$ cat src/hw/rtl/assert_macros.svh
// Assertion macros used by the meter RTL.
// Each macro takes a label, the clock, the reset, a condition and a consequence.
`ifndef ASSERT_MACROS_SVH
`define ASSERT_MACROS_SVH

// Same-cycle implication, disabled during reset
`define ASSERT_IMPLY(label, clk, rst, ante, cons) \
   label: assert property (@(posedge clk) disable iff (rst) (ante) |-> (cons)) \
      else $error("assertion failed: same-cycle implication");

// Next-cycle implication, disabled during reset
`define ASSERT_NEXT(label, clk, rst, ante, cons) \
   label: assert property (@(posedge clk) disable iff (rst) (ante) |=> (cons)) \
      else $error("assertion failed: next-cycle implication");

`endif

$ cat src/hw/rtl/cpfm_pkg.sv
// Package for the capture period frequency meter: field widths, register
// indexes, request codes and reset values. No dependencies.
package cpfm_pkg;

   // Field and accumulator widths
   localparam int TIMER_WIDTH_DEF = 16;
   localparam int STAMP_W         = 16;
   localparam int RATE_W          = 24;
   localparam int BAND_W          = 16;
   localparam int SUM_W           = 32;
   localparam int CNT_W           = 16;
   localparam int FREQ_W          = 32;

   // Frequency scale factor and the width of the full-precision numerator
   localparam int                 SCALE_W = 14;
   localparam logic [SCALE_W-1:0] SCALE   = 14'd10000;
   localparam int                 NUM_W   = SCALE_W + RATE_W + CNT_W;
   localparam int                 KMUL_W  = SCALE_W + RATE_W;

   // Sequencer step counter
   localparam int STEP_W = $clog2(NUM_W);

   // Configuration register indexes
   localparam int               CSR_IDX_W     = 2;
   localparam logic [CSR_IDX_W-1:0] CSR_TICK_RATE = 2'd0;
   localparam logic [CSR_IDX_W-1:0] CSR_BAND_LOW  = 2'd1;
   localparam logic [CSR_IDX_W-1:0] CSR_BAND_HIGH = 2'd2;

   // Configuration reset values
   localparam logic [RATE_W-1:0] TICK_RATE_RST = 24'd1000000;
   localparam logic [BAND_W-1:0] BAND_LOW_RST  = 16'd18181;
   localparam logic [BAND_W-1:0] BAND_HIGH_RST = 16'd22222;

   // Request function codes
   localparam logic FUNC_CAPTURE = 1'b0;
   localparam logic FUNC_READ    = 1'b1;

endpackage

$ cat src/hw/rtl/capture_period_frequency_meter_unit.sv
// Capture period frequency meter, top level.
// Depends on cpfm_pkg and assert_macros.svh.
//
// - Request channel (req_valid/req_ready): req_func selects a capture, with
//   req_stamp the timer value latched at the input edge, or a read. A capture
//   updates the period sums and counts at the edge it is taken and returns
//   nothing. A read returns one response and clears the sums and counts.
// - Response channel (rsp_valid/rsp_ready): frequency times 10000 for all
//   periods and for in-band periods, plus both period counts.
// - Config port (csr_we/csr_index/csr_wdata): tick rate, band low, band high;
//   write only while no read is in progress.
// - Read sequence: after acceptance a read runs a shift-add multiply by the
//   count, then restoring division (one quotient bit per step), then loads the
//   output register; both frequencies in parallel.
// - Throughput: captures every cycle while idle; req_ready is low while a read
//   is worked on, so no new request is taken until its response is loaded.
// - A finished read holds until the previous response is taken; captures are
//   not taken then, but are taken while a loaded response waits.
// - Reset clears sums, counts, last stamp and response valid and loads the
//   default config values.
module capture_period_frequency_meter_unit #(
   parameter int TIMER_WIDTH = cpfm_pkg::TIMER_WIDTH_DEF
) (
   input  logic                             clock,
   input  logic                             reset,
   // Request channel
   input  logic                             req_valid,
   output logic                             req_ready,
   input  logic                             req_func,
   input  logic [cpfm_pkg::STAMP_W-1:0]     req_stamp,
   // Response channel
   output logic                             rsp_valid,
   input  logic                             rsp_ready,
   output logic [cpfm_pkg::FREQ_W-1:0]      rsp_freq_all,
   output logic [cpfm_pkg::FREQ_W-1:0]      rsp_freq_band,
   output logic [cpfm_pkg::CNT_W-1:0]       rsp_count_all,
   output logic [cpfm_pkg::CNT_W-1:0]       rsp_count_band,
   // Config port
   input  logic                             csr_we,
   input  logic [cpfm_pkg::CSR_IDX_W-1:0]   csr_index,
   input  logic [cpfm_pkg::RATE_W-1:0]      csr_wdata
);

   localparam int SUM_W  = cpfm_pkg::SUM_W;
   localparam int CNT_W  = cpfm_pkg::CNT_W;
   localparam int NUM_W  = cpfm_pkg::NUM_W;
   localparam int STEP_W = cpfm_pkg::STEP_W;
   localparam int FREQ_W = cpfm_pkg::FREQ_W;

   localparam logic [STEP_W-1:0] MUL_LAST = STEP_W'(CNT_W - 1);
   localparam logic [STEP_W-1:0] DIV_LAST = STEP_W'(NUM_W - 1);

   // Sequencer states
   localparam logic [1:0] ST_IDLE = 2'd0;
   localparam logic [1:0] ST_MUL  = 2'd1;
   localparam logic [1:0] ST_DIV  = 2'd2;
   localparam logic [1:0] ST_DONE = 2'd3;

   // Control and config
   logic [1:0]                   state_ff, state_in;
   logic [STEP_W-1:0]            step_ff, step_in;
   logic [cpfm_pkg::RATE_W-1:0]  tick_rate_ff, tick_rate_in;
   logic [cpfm_pkg::BAND_W-1:0]  band_low_ff, band_low_in;
   logic [cpfm_pkg::BAND_W-1:0]  band_high_ff, band_high_in;

   // Accumulators
   logic [TIMER_WIDTH-1:0]       last_stamp_ff, last_stamp_in;
   logic [SUM_W-1:0]             total_sum_ff, total_sum_in;
   logic [CNT_W-1:0]             total_count_ff, total_count_in;
   logic [SUM_W-1:0]             band_sum_ff, band_sum_in;
   logic [CNT_W-1:0]             band_count_ff, band_count_in;

   // Shared multiplicand: scale times tick rate, shifted left each step
   logic [NUM_W-1:0]             mcand_ff, mcand_in;

   // Per-lane datapath, lane 0 all periods, lane 1 in-band periods
   logic [SUM_W-1:0]             div_ff [2];
   logic [SUM_W-1:0]             div_in [2];
   logic [CNT_W-1:0]             mlt_ff [2];
   logic [CNT_W-1:0]             mlt_in [2];
   logic [CNT_W-1:0]             cap_cnt_ff [2];
   logic [CNT_W-1:0]             cap_cnt_in [2];
   logic [NUM_W-1:0]             num_ff [2];
   logic [NUM_W-1:0]             num_in [2];
   logic [SUM_W-1:0]             rem_ff [2];
   logic [SUM_W-1:0]             rem_in [2];
   logic [FREQ_W-1:0]            quo_ff [2];
   logic [FREQ_W-1:0]            quo_in [2];
   logic                         ovf_ff [2];
   logic                         ovf_in [2];
   logic                         zero_ff [2];
   logic                         zero_in [2];

   // Per-lane combinational helpers
   logic [SUM_W-1:0]             lane_sum [2];
   logic [CNT_W-1:0]             lane_cnt [2];
   logic [SUM_W:0]               rem_sh [2];
   logic                         q_bit [2];
   logic [FREQ_W-1:0]            lane_freq [2];

   // Capture helpers
   logic [TIMER_WIDTH-1:0]       now_stamp;
   logic [TIMER_WIDTH-1:0]       period;
   logic [SUM_W-1:0]             period_ext;
   logic                         in_band;
   logic [cpfm_pkg::KMUL_W-1:0]  kmul;

   // Response register
   logic                         rsp_valid_ff, rsp_valid_in;
   logic [FREQ_W-1:0]            freq_all_ff, freq_all_in;
   logic [FREQ_W-1:0]            freq_band_ff, freq_band_in;
   logic [CNT_W-1:0]             count_all_ff, count_all_in;
   logic [CNT_W-1:0]             count_band_ff, count_band_in;

   logic                         req_fire;
   logic                         rsp_free;

   // Assertion helpers
   logic                         read_fire;
   logic                         acc_clear;
   logic                         done_stall;
   logic                         rem_ok;

   assign req_ready = (state_ff == ST_IDLE);
   assign req_fire  = req_valid & req_ready;
   assign rsp_free  = ~rsp_valid_ff | rsp_ready;

   // Period from the previous stamp, wrapped at the timer width
   assign now_stamp  = TIMER_WIDTH'(req_stamp);
   assign period     = now_stamp - last_stamp_ff;
   assign period_ext = SUM_W'(period);
   assign in_band    = (period_ext > SUM_W'(band_low_ff)) &&
                       (period_ext < SUM_W'(band_high_ff));

   // Scale the tick rate once per read
   assign kmul = cpfm_pkg::KMUL_W'(tick_rate_ff) * cpfm_pkg::KMUL_W'(cpfm_pkg::SCALE);

   // Lane sources and one restoring-division step per lane
   always_comb begin
      lane_sum[0] = total_sum_ff;
      lane_cnt[0] = total_count_ff;
      lane_sum[1] = band_sum_ff;
      lane_cnt[1] = band_count_ff;
      for (int l = 0; l < 2; l++) begin
         rem_sh[l]    = {rem_ff[l], num_ff[l][NUM_W-1]};
         q_bit[l]     = (rem_sh[l] >= {1'b0, div_ff[l]});
         lane_freq[l] = zero_ff[l] ? '0 : (ovf_ff[l] ? '1 : quo_ff[l]);
      end
   end

   // Next-state logic
   always_comb begin
      state_in       = state_ff;
      step_in        = step_ff;
      tick_rate_in   = tick_rate_ff;
      band_low_in    = band_low_ff;
      band_high_in   = band_high_ff;
      last_stamp_in  = last_stamp_ff;
      total_sum_in   = total_sum_ff;
      total_count_in = total_count_ff;
      band_sum_in    = band_sum_ff;
      band_count_in  = band_count_ff;
      mcand_in       = mcand_ff;
      rsp_valid_in   = rsp_valid_ff & ~rsp_ready;
      freq_all_in    = freq_all_ff;
      freq_band_in   = freq_band_ff;
      count_all_in   = count_all_ff;
      count_band_in  = count_band_ff;
      for (int l = 0; l < 2; l++) begin
         div_in[l]     = div_ff[l];
         mlt_in[l]     = mlt_ff[l];
         cap_cnt_in[l] = cap_cnt_ff[l];
         num_in[l]     = num_ff[l];
         rem_in[l]     = rem_ff[l];
         quo_in[l]     = quo_ff[l];
         ovf_in[l]     = ovf_ff[l];
         zero_in[l]    = zero_ff[l];
      end

      // Config writes, unknown indexes dropped
      if (csr_we) begin
         case (csr_index)
            cpfm_pkg::CSR_TICK_RATE: tick_rate_in = csr_wdata;
            cpfm_pkg::CSR_BAND_LOW:  band_low_in  = cpfm_pkg::BAND_W'(csr_wdata);
            cpfm_pkg::CSR_BAND_HIGH: band_high_in = cpfm_pkg::BAND_W'(csr_wdata);
            default: ;
         endcase
      end

      case (state_ff)
         ST_IDLE: begin
            if (req_fire && (req_func == cpfm_pkg::FUNC_CAPTURE)) begin
               // Accumulate the period
               last_stamp_in  = now_stamp;
               total_sum_in   = total_sum_ff + period_ext;
               total_count_in = total_count_ff + CNT_W'(1);
               if (in_band) begin
                  band_sum_in   = band_sum_ff + period_ext;
                  band_count_in = band_count_ff + CNT_W'(1);
               end
            end else if (req_fire) begin
               // Snapshot both lanes and clear the accumulators
               for (int l = 0; l < 2; l++) begin
                  div_in[l]     = lane_sum[l];
                  mlt_in[l]     = lane_cnt[l];
                  cap_cnt_in[l] = lane_cnt[l];
                  num_in[l]     = '0;
                  rem_in[l]     = '0;
                  quo_in[l]     = '0;
                  ovf_in[l]     = 1'b0;
                  zero_in[l]    = (lane_cnt[l] == '0) ||
                                  (lane_sum[l] <= SUM_W'(lane_cnt[l]));
               end
               total_sum_in   = '0;
               total_count_in = '0;
               band_sum_in    = '0;
               band_count_in  = '0;
               mcand_in       = NUM_W'(kmul);
               step_in        = '0;
               state_in       = ST_MUL;
            end
         end
         ST_MUL: begin
            // Shift-add multiply by the count, one count bit per cycle
            for (int l = 0; l < 2; l++) begin
               num_in[l] = num_ff[l] + (mlt_ff[l][0] ? mcand_ff : '0);
               mlt_in[l] = mlt_ff[l] >> 1;
            end
            mcand_in = mcand_ff << 1;
            if (step_ff == MUL_LAST) begin
               step_in  = '0;
               state_in = ST_DIV;
            end else begin
               step_in = step_ff + STEP_W'(1);
            end
         end
         ST_DIV: begin
            // Restoring division, one quotient bit per cycle
            for (int l = 0; l < 2; l++) begin
               rem_in[l] = q_bit[l] ? SUM_W'(rem_sh[l] - {1'b0, div_ff[l]})
                                    : SUM_W'(rem_sh[l]);
               quo_in[l] = {quo_ff[l][FREQ_W-2:0], q_bit[l]};
               ovf_in[l] = ovf_ff[l] | quo_ff[l][FREQ_W-1];
               num_in[l] = num_ff[l] << 1;
            end
            if (step_ff == DIV_LAST) begin
               step_in  = '0;
               state_in = ST_DONE;
            end else begin
               step_in = step_ff + STEP_W'(1);
            end
         end
         ST_DONE: begin
            // Load the response once the output register is free
            if (rsp_free) begin
               rsp_valid_in  = 1'b1;
               freq_all_in   = lane_freq[0];
               freq_band_in  = lane_freq[1];
               count_all_in  = cap_cnt_ff[0];
               count_band_in = cap_cnt_ff[1];
               state_in      = ST_IDLE;
            end
         end
         default: state_in = ST_IDLE;
      endcase
   end

   // Control registers
   always_ff @(posedge clock) begin
      if (reset) begin
         state_ff       <= ST_IDLE;
         step_ff        <= '0;
         tick_rate_ff   <= cpfm_pkg::TICK_RATE_RST;
         band_low_ff    <= cpfm_pkg::BAND_LOW_RST;
         band_high_ff   <= cpfm_pkg::BAND_HIGH_RST;
         last_stamp_ff  <= '0;
         total_sum_ff   <= '0;
         total_count_ff <= '0;
         band_sum_ff    <= '0;
         band_count_ff  <= '0;
         rsp_valid_ff   <= 1'b0;
      end else begin
         state_ff       <= state_in;
         step_ff        <= step_in;
         tick_rate_ff   <= tick_rate_in;
         band_low_ff    <= band_low_in;
         band_high_ff   <= band_high_in;
         last_stamp_ff  <= last_stamp_in;
         total_sum_ff   <= total_sum_in;
         total_count_ff <= total_count_in;
         band_sum_ff    <= band_sum_in;
         band_count_ff  <= band_count_in;
         rsp_valid_ff   <= rsp_valid_in;
      end
   end

   // Datapath and response payload registers
   always_ff @(posedge clock) begin
      mcand_ff      <= mcand_in;
      freq_all_ff   <= freq_all_in;
      freq_band_ff  <= freq_band_in;
      count_all_ff  <= count_all_in;
      count_band_ff <= count_band_in;
      for (int l = 0; l < 2; l++) begin
         div_ff[l]     <= div_in[l];
         mlt_ff[l]     <= mlt_in[l];
         cap_cnt_ff[l] <= cap_cnt_in[l];
         num_ff[l]     <= num_in[l];
         rem_ff[l]     <= rem_in[l];
         quo_ff[l]     <= quo_in[l];
         ovf_ff[l]     <= ovf_in[l];
         zero_ff[l]    <= zero_in[l];
      end
   end

   assign rsp_valid      = rsp_valid_ff;
   assign rsp_freq_all   = freq_all_ff;
   assign rsp_freq_band  = freq_band_ff;
   assign rsp_count_all  = count_all_ff;
   assign rsp_count_band = count_band_ff;

   // Conditions checked below
   assign read_fire  = req_fire && (req_func == cpfm_pkg::FUNC_READ);
   assign acc_clear  = (total_count_ff == '0) && (band_count_ff == '0) &&
                       (total_sum_ff == '0);
   assign done_stall = (state_ff == ST_DONE) && rsp_valid_ff && !rsp_ready;
   assign rem_ok     = ((rem_ff[0] < div_ff[0]) || (div_ff[0] == '0)) &&
                       ((rem_ff[1] < div_ff[1]) || (div_ff[1] == '0));

`include "assert_macros.svh"

   // A read clears the accumulators and starts the multiply
   `ASSERT_NEXT(a_read_clears, clock, reset, read_fire, (state_ff == ST_MUL) && acc_clear)
   // A finished read waits while the previous response is stalled
   `ASSERT_NEXT(a_done_holds, clock, reset, done_stall, state_ff == ST_DONE)
   // A new response only comes out of the final state
   `ASSERT_IMPLY(a_rsp_source, clock, reset, $rose(rsp_valid_ff), $past(state_ff) == ST_DONE)
   // The remainder stays below a nonzero divisor while dividing
   `ASSERT_IMPLY(a_rem_bound, clock, reset, state_ff == ST_DIV, rem_ok)

endmodule

$ cat config.mk
export PLATFORM = sky130hd
export DESIGN_NAME = capture_period_frequency_meter_unit
export DESIGN_NICKNAME = d
export VERILOG_FILES = /design/src/hw/rtl/cpfm_pkg.sv /design/src/hw/rtl/capture_period_frequency_meter_unit.sv
export VERILOG_INCLUDE_DIRS = /design/src /design/src/hw/rtl
export SDC_FILE = /design/constraint.sdc
export NUM_CORES = 2
export LEC_CHECK = 0
export BUFFER_PORTS_ARGS = -buffer_cell sky130_fd_sc_hd__buf_2
export CORE_MARGIN = 2
export CORE_UTILIZATION = 45
export CTS_BUF_LIST = sky130_fd_sc_hd__clkbuf_4
export DETAILED_ROUTE_END_ITERATION = 8
export GPL_TIMING_DRIVEN = 0
export PLACE_DENSITY = 0.65
export SLEW_MARGIN = 20
export SYNTH_ARGS = -nofsm -noshare
export SYNTH_HDL_FRONTEND = slang
export SYNTH_SLANG_ARGS = --single-unit
$ cat constraint.sdc
create_clock -name clock -period 9.89 [get_ports clock]
set_input_delay 1.4835 -clock clock [delete_from_list [all_inputs] [get_ports clock]]
set_output_delay 1.4835 -clock clock [all_outputs]
set_load 0.05 [all_outputs]
==> impl_metrics.csv <==
group,metric,value,unit
timing,rsz0062_at_grt,"false",
synth,ys_seq_area_share,43.6,%
synth,async_flop_share,0,%
floorplanning,dieArea,0.0981,mm^2
critical_path,reg2reg_from,"last_stamp_ff[0]",
final_layout,multi_input_area,0.0222,mm^2
clock_tree,path_clk_slew,0.06,ns
final_layout,seq_area,0.0187,mm^2
floorplanning,core-area,0.0949,mm^2
drt,wl_per_cell,17.4,um
drt,vias,33989,
synth,synth_ff_type,"edfxtp_1",
pwr,powerDensity,289,mW/mm^2
floorplanning,start_util,45.3,%
pwr,p_leak,20.1,nW
global_route,antenna_found_initial,10,
drt,drt-total-wl,109000,um
clock_tree,cts_root_buf,"clkbuf_4",
clock_tree,postCtsSetupBuffers,0,
clock_tree,cts.sinks,683,
synth,synthesis.nets,4970,
flow_run,maxCapViolCount,0,
critical_path,cp-start-kind,"input pin",
floorplanning,die_x,313,um
synth,synth_area,0.0430,mm^2
global_route,grt_overflow,0,
global_route,grt_pass1_wl,173000,um
synth,synth-seq-cells,683,
synth,syn_avg_cell_area,9.60,um^2
final_layout,drive_gt1_share,10.4,%
timing,final_max_slew_viol_count,0,
critical_path,worstPathRequired,10.88,ns
place,dpl.hpwl,83000,um
timing,fin_crit,6.50,ns
outcome,status,"complete, no violations",
pwr,peakVddDrop,0.125,mV
synth,synth_edf_count,506,
final_layout,fillers,8912,
synth,ys_types,94,
place,dpl_worst_slack,2.32,ns
critical_path,crit_type,"input pin to register",
critical_path,cp.arrival,7.49,ns
floorplanning,row_count,113,
clock_tree,clockBufferDepth,3,
timing,setup_viol,0,
synth,netlist.area_leader.share,35.3,%
place,io_buffer_count,144,
global_route,grt_max_degree,55,
min_path,hp-class,"register to register",
floorplanning,ioPinCount,146,
synth,synth_area_leaders,"edfxtp_1, ha_1, dfxtp_1",
synth,netlist_instances,4480,
floorplanning,dieHeight,313,um
drt,antenna_left,0,
critical_path,cp_max_fo,9,
timing,tightest_slew,1.00,ns
global_route,grt_pass1_vias,32268,
synth,yosys_warnings,0,
drt,remaining_drc_errors,0,
timing,timing.fmax,0.154,GHz
place,gp_congestion,0.921,
clock_tree,cts_tree,"done",
timing,finalSetupTns,0,ns
global_route,track_usage,22.1,%
timing,setup_ws,3.39,ns
clock_tree,cts_resized,0,
min_path,hp-start,"cap_cnt_ff[0][7]",
clock_tree,cts_buffers,187,
clock_tree,cts_htree_levels,4,
final_layout,syn_to_final_growth,12.1,%
final_layout,nets,5320,
drt,drt_first_iter_violations,2452,
drt,vias_per_cell,5.44,
timing,fin_crit_sh,65.7,%
clock_tree,clk_latency,1.10,ns
critical_path,end_kind,"register",
drt,first_pass_iters,6,
timing,finalHoldViolations,0,
critical_path,crit_start,"req_stamp[0]",
clock_tree,cts_hold_buf,0,
timing,slew_headroom,33.1,%
synth,yosys.area.top_type,"edfxtp_1",
timing,fin_skew,0.107,ns
[critical path, stage by stage]
cell      delay [ns]
buf_2           0.12
inv_1           0.06
ha_1            0.16
inv_1           0.06
fa_1            0.39
a21o_1          0.17
a21oi_1         0.21
o21ai_0         0.11
a21oi_1         0.27
o21ai_0         0.20
a21oi_1         0.18
o21bai_1        0.10
a21o_1          0.19
a21oi_1         0.18
xnor2_1         0.43
ha_1            0.38
and4_1          0.21
a211oi_1        0.24
o311ai_0        0.20
a211oi_2        0.71
nor2_1          0.18
nor2_1          0.68
nand2_1         0.22
o41ai_1         0.36
[metrics by stage]
| step | cell area (um^2) | utilization [%] | hold WS [ns] | cells | power [W] |
|---|---|---|---|---|---|
| after global routing | 48200 | 50.8 | 0.417 | 6253 | 0.0150 |
| after detailed placement | 45800 | 48.2 | 0.406 | 5906 | 0.0113 |
| final | 48200 | 50.8 | 0.421 | 6253 | 0.0139 |
| after CTS | 48200 | 50.8 | 0.401 | 6251 | 0.0140 |
| after floorplan | 43000 | - | 0.400 | 4480 | 0.00956 |
| after global placement | 45300 | 47.8 | 0.405 | 5889 | 0.0112 |
[state kept, by name (all words and copies together) (netlist names), 32 cells and up]
signal and flops:
total_sum_ff 32, mlt_ff 32, div_ff 64, mcand_ff 50, band_sum_ff 32, cap_cnt_ff 32
num_ff 100, rem_ff 64, rsp_freq_all 32, quo_ff 64, rsp_freq_band 32
[final timing paths]
path / endpoint / slack [ns] / depth (start not counted)
worst max register to register: band_sum_ff[27] / 3.61 / 22
worst max-delay path: band_sum_ff[27] / 3.39 / 24
worst min-delay path: rsp_count_all[7] / 0.42 / 0
worst min register to register: rsp_count_all[7] / 0.42 / 0
[area by class of cell]
cell class                 instances  area share, %
clock inverter                    77          0.955
clock buffer                     268           4.17
multi-input combinational       3232           45.9
tap                             1265           3.28
sequential                       683           38.9
inverter                         380           2.97
timing repair buffer             161           2.31
antenna                            2         0.0104
buffer                           185           1.51
[kinds of logic after synthesis]
group / after synthesis / share of synthesized area, %
XOR/XNOR: 218 / 4.44
AO/OA/AOI/OAI: 1116 / 16.4
multiplexers: 37 / 0.870
AND/OR/NAND/NOR: 1419 / 15.6
flip-flops: 683 / 43.6
adder cells (fa/ha/maj): 442 / 14.0
buffers and inverters: 565 / 5.01
[synth_stat cells, types with 8 or more instances]
master,number
o21ai_1,8
o31ai_1,16
a31o_2,10
fa_1,66
o21a_1,40
nor2b_1,30
and4_1,9
a221oi_1,9
nor4_1,29
o21ai_0,278
clkbuf_1,172
and2_1,191
a21oi_1,330
a21boi_0,17
a41oi_1,9
nand2b_1,37
a21o_1,134
nand3_1,77
a31oi_1,34
inv_1,377
a311oi_1,10
nand2_1,432
a22o_1,10
xor2_1,80
nor2_1,389
a22oi_1,18
o21bai_1,39
a211oi_1,33
mux2i_1,34
or3_1,21
and3_1,38
xnor2_1,138
a2111oi_0,8
edfxtp_1,506
o211ai_1,19
nand4_1,64
ha_1,376
a211o_1,27
dfxtp_1,177
nor3_1,62
[cell usage in the layout, fill, tap and decap left out, types with 80 or more instances in the layout]
cell type  netlist  layout
nor2_1         389     387
dfxtp_1        177     177
ha_1           376     376
and2_1         191     191
a21oi_1        330     330
xnor2_1        138     138
inv_1          377     376
nand2_1        432     432
xor2_1          80      80
clkbuf_4         0     268
o21ai_0        278     276
edfxtp_1       506     506
buf_2            4     148
clkbuf_1       172     172
a21o_1         134     134
[per-layer routing]
metal / vias to the layer above / global-route usage (%) / share of wire, %
met2: 1034 / 33.8 / 44
met1: 16005 / 30.9 / 47
met4: 4 / 7.09 / 2.1
met5: - / 0 / 0.025
li1: 16778 / - / -
met3: 168 / 4.99 / 7.3
[power breakdown]
part	total, W	switching (W)	internal, W
Combinational	0.00667	0.00409	0.00258
Sequential	0.00462	0.000487	0.00414
Clock	0.00262	0.00127	0.00135
Total	0.0139	0.00585	0.00806
Power figures use the tool's default switching activity.
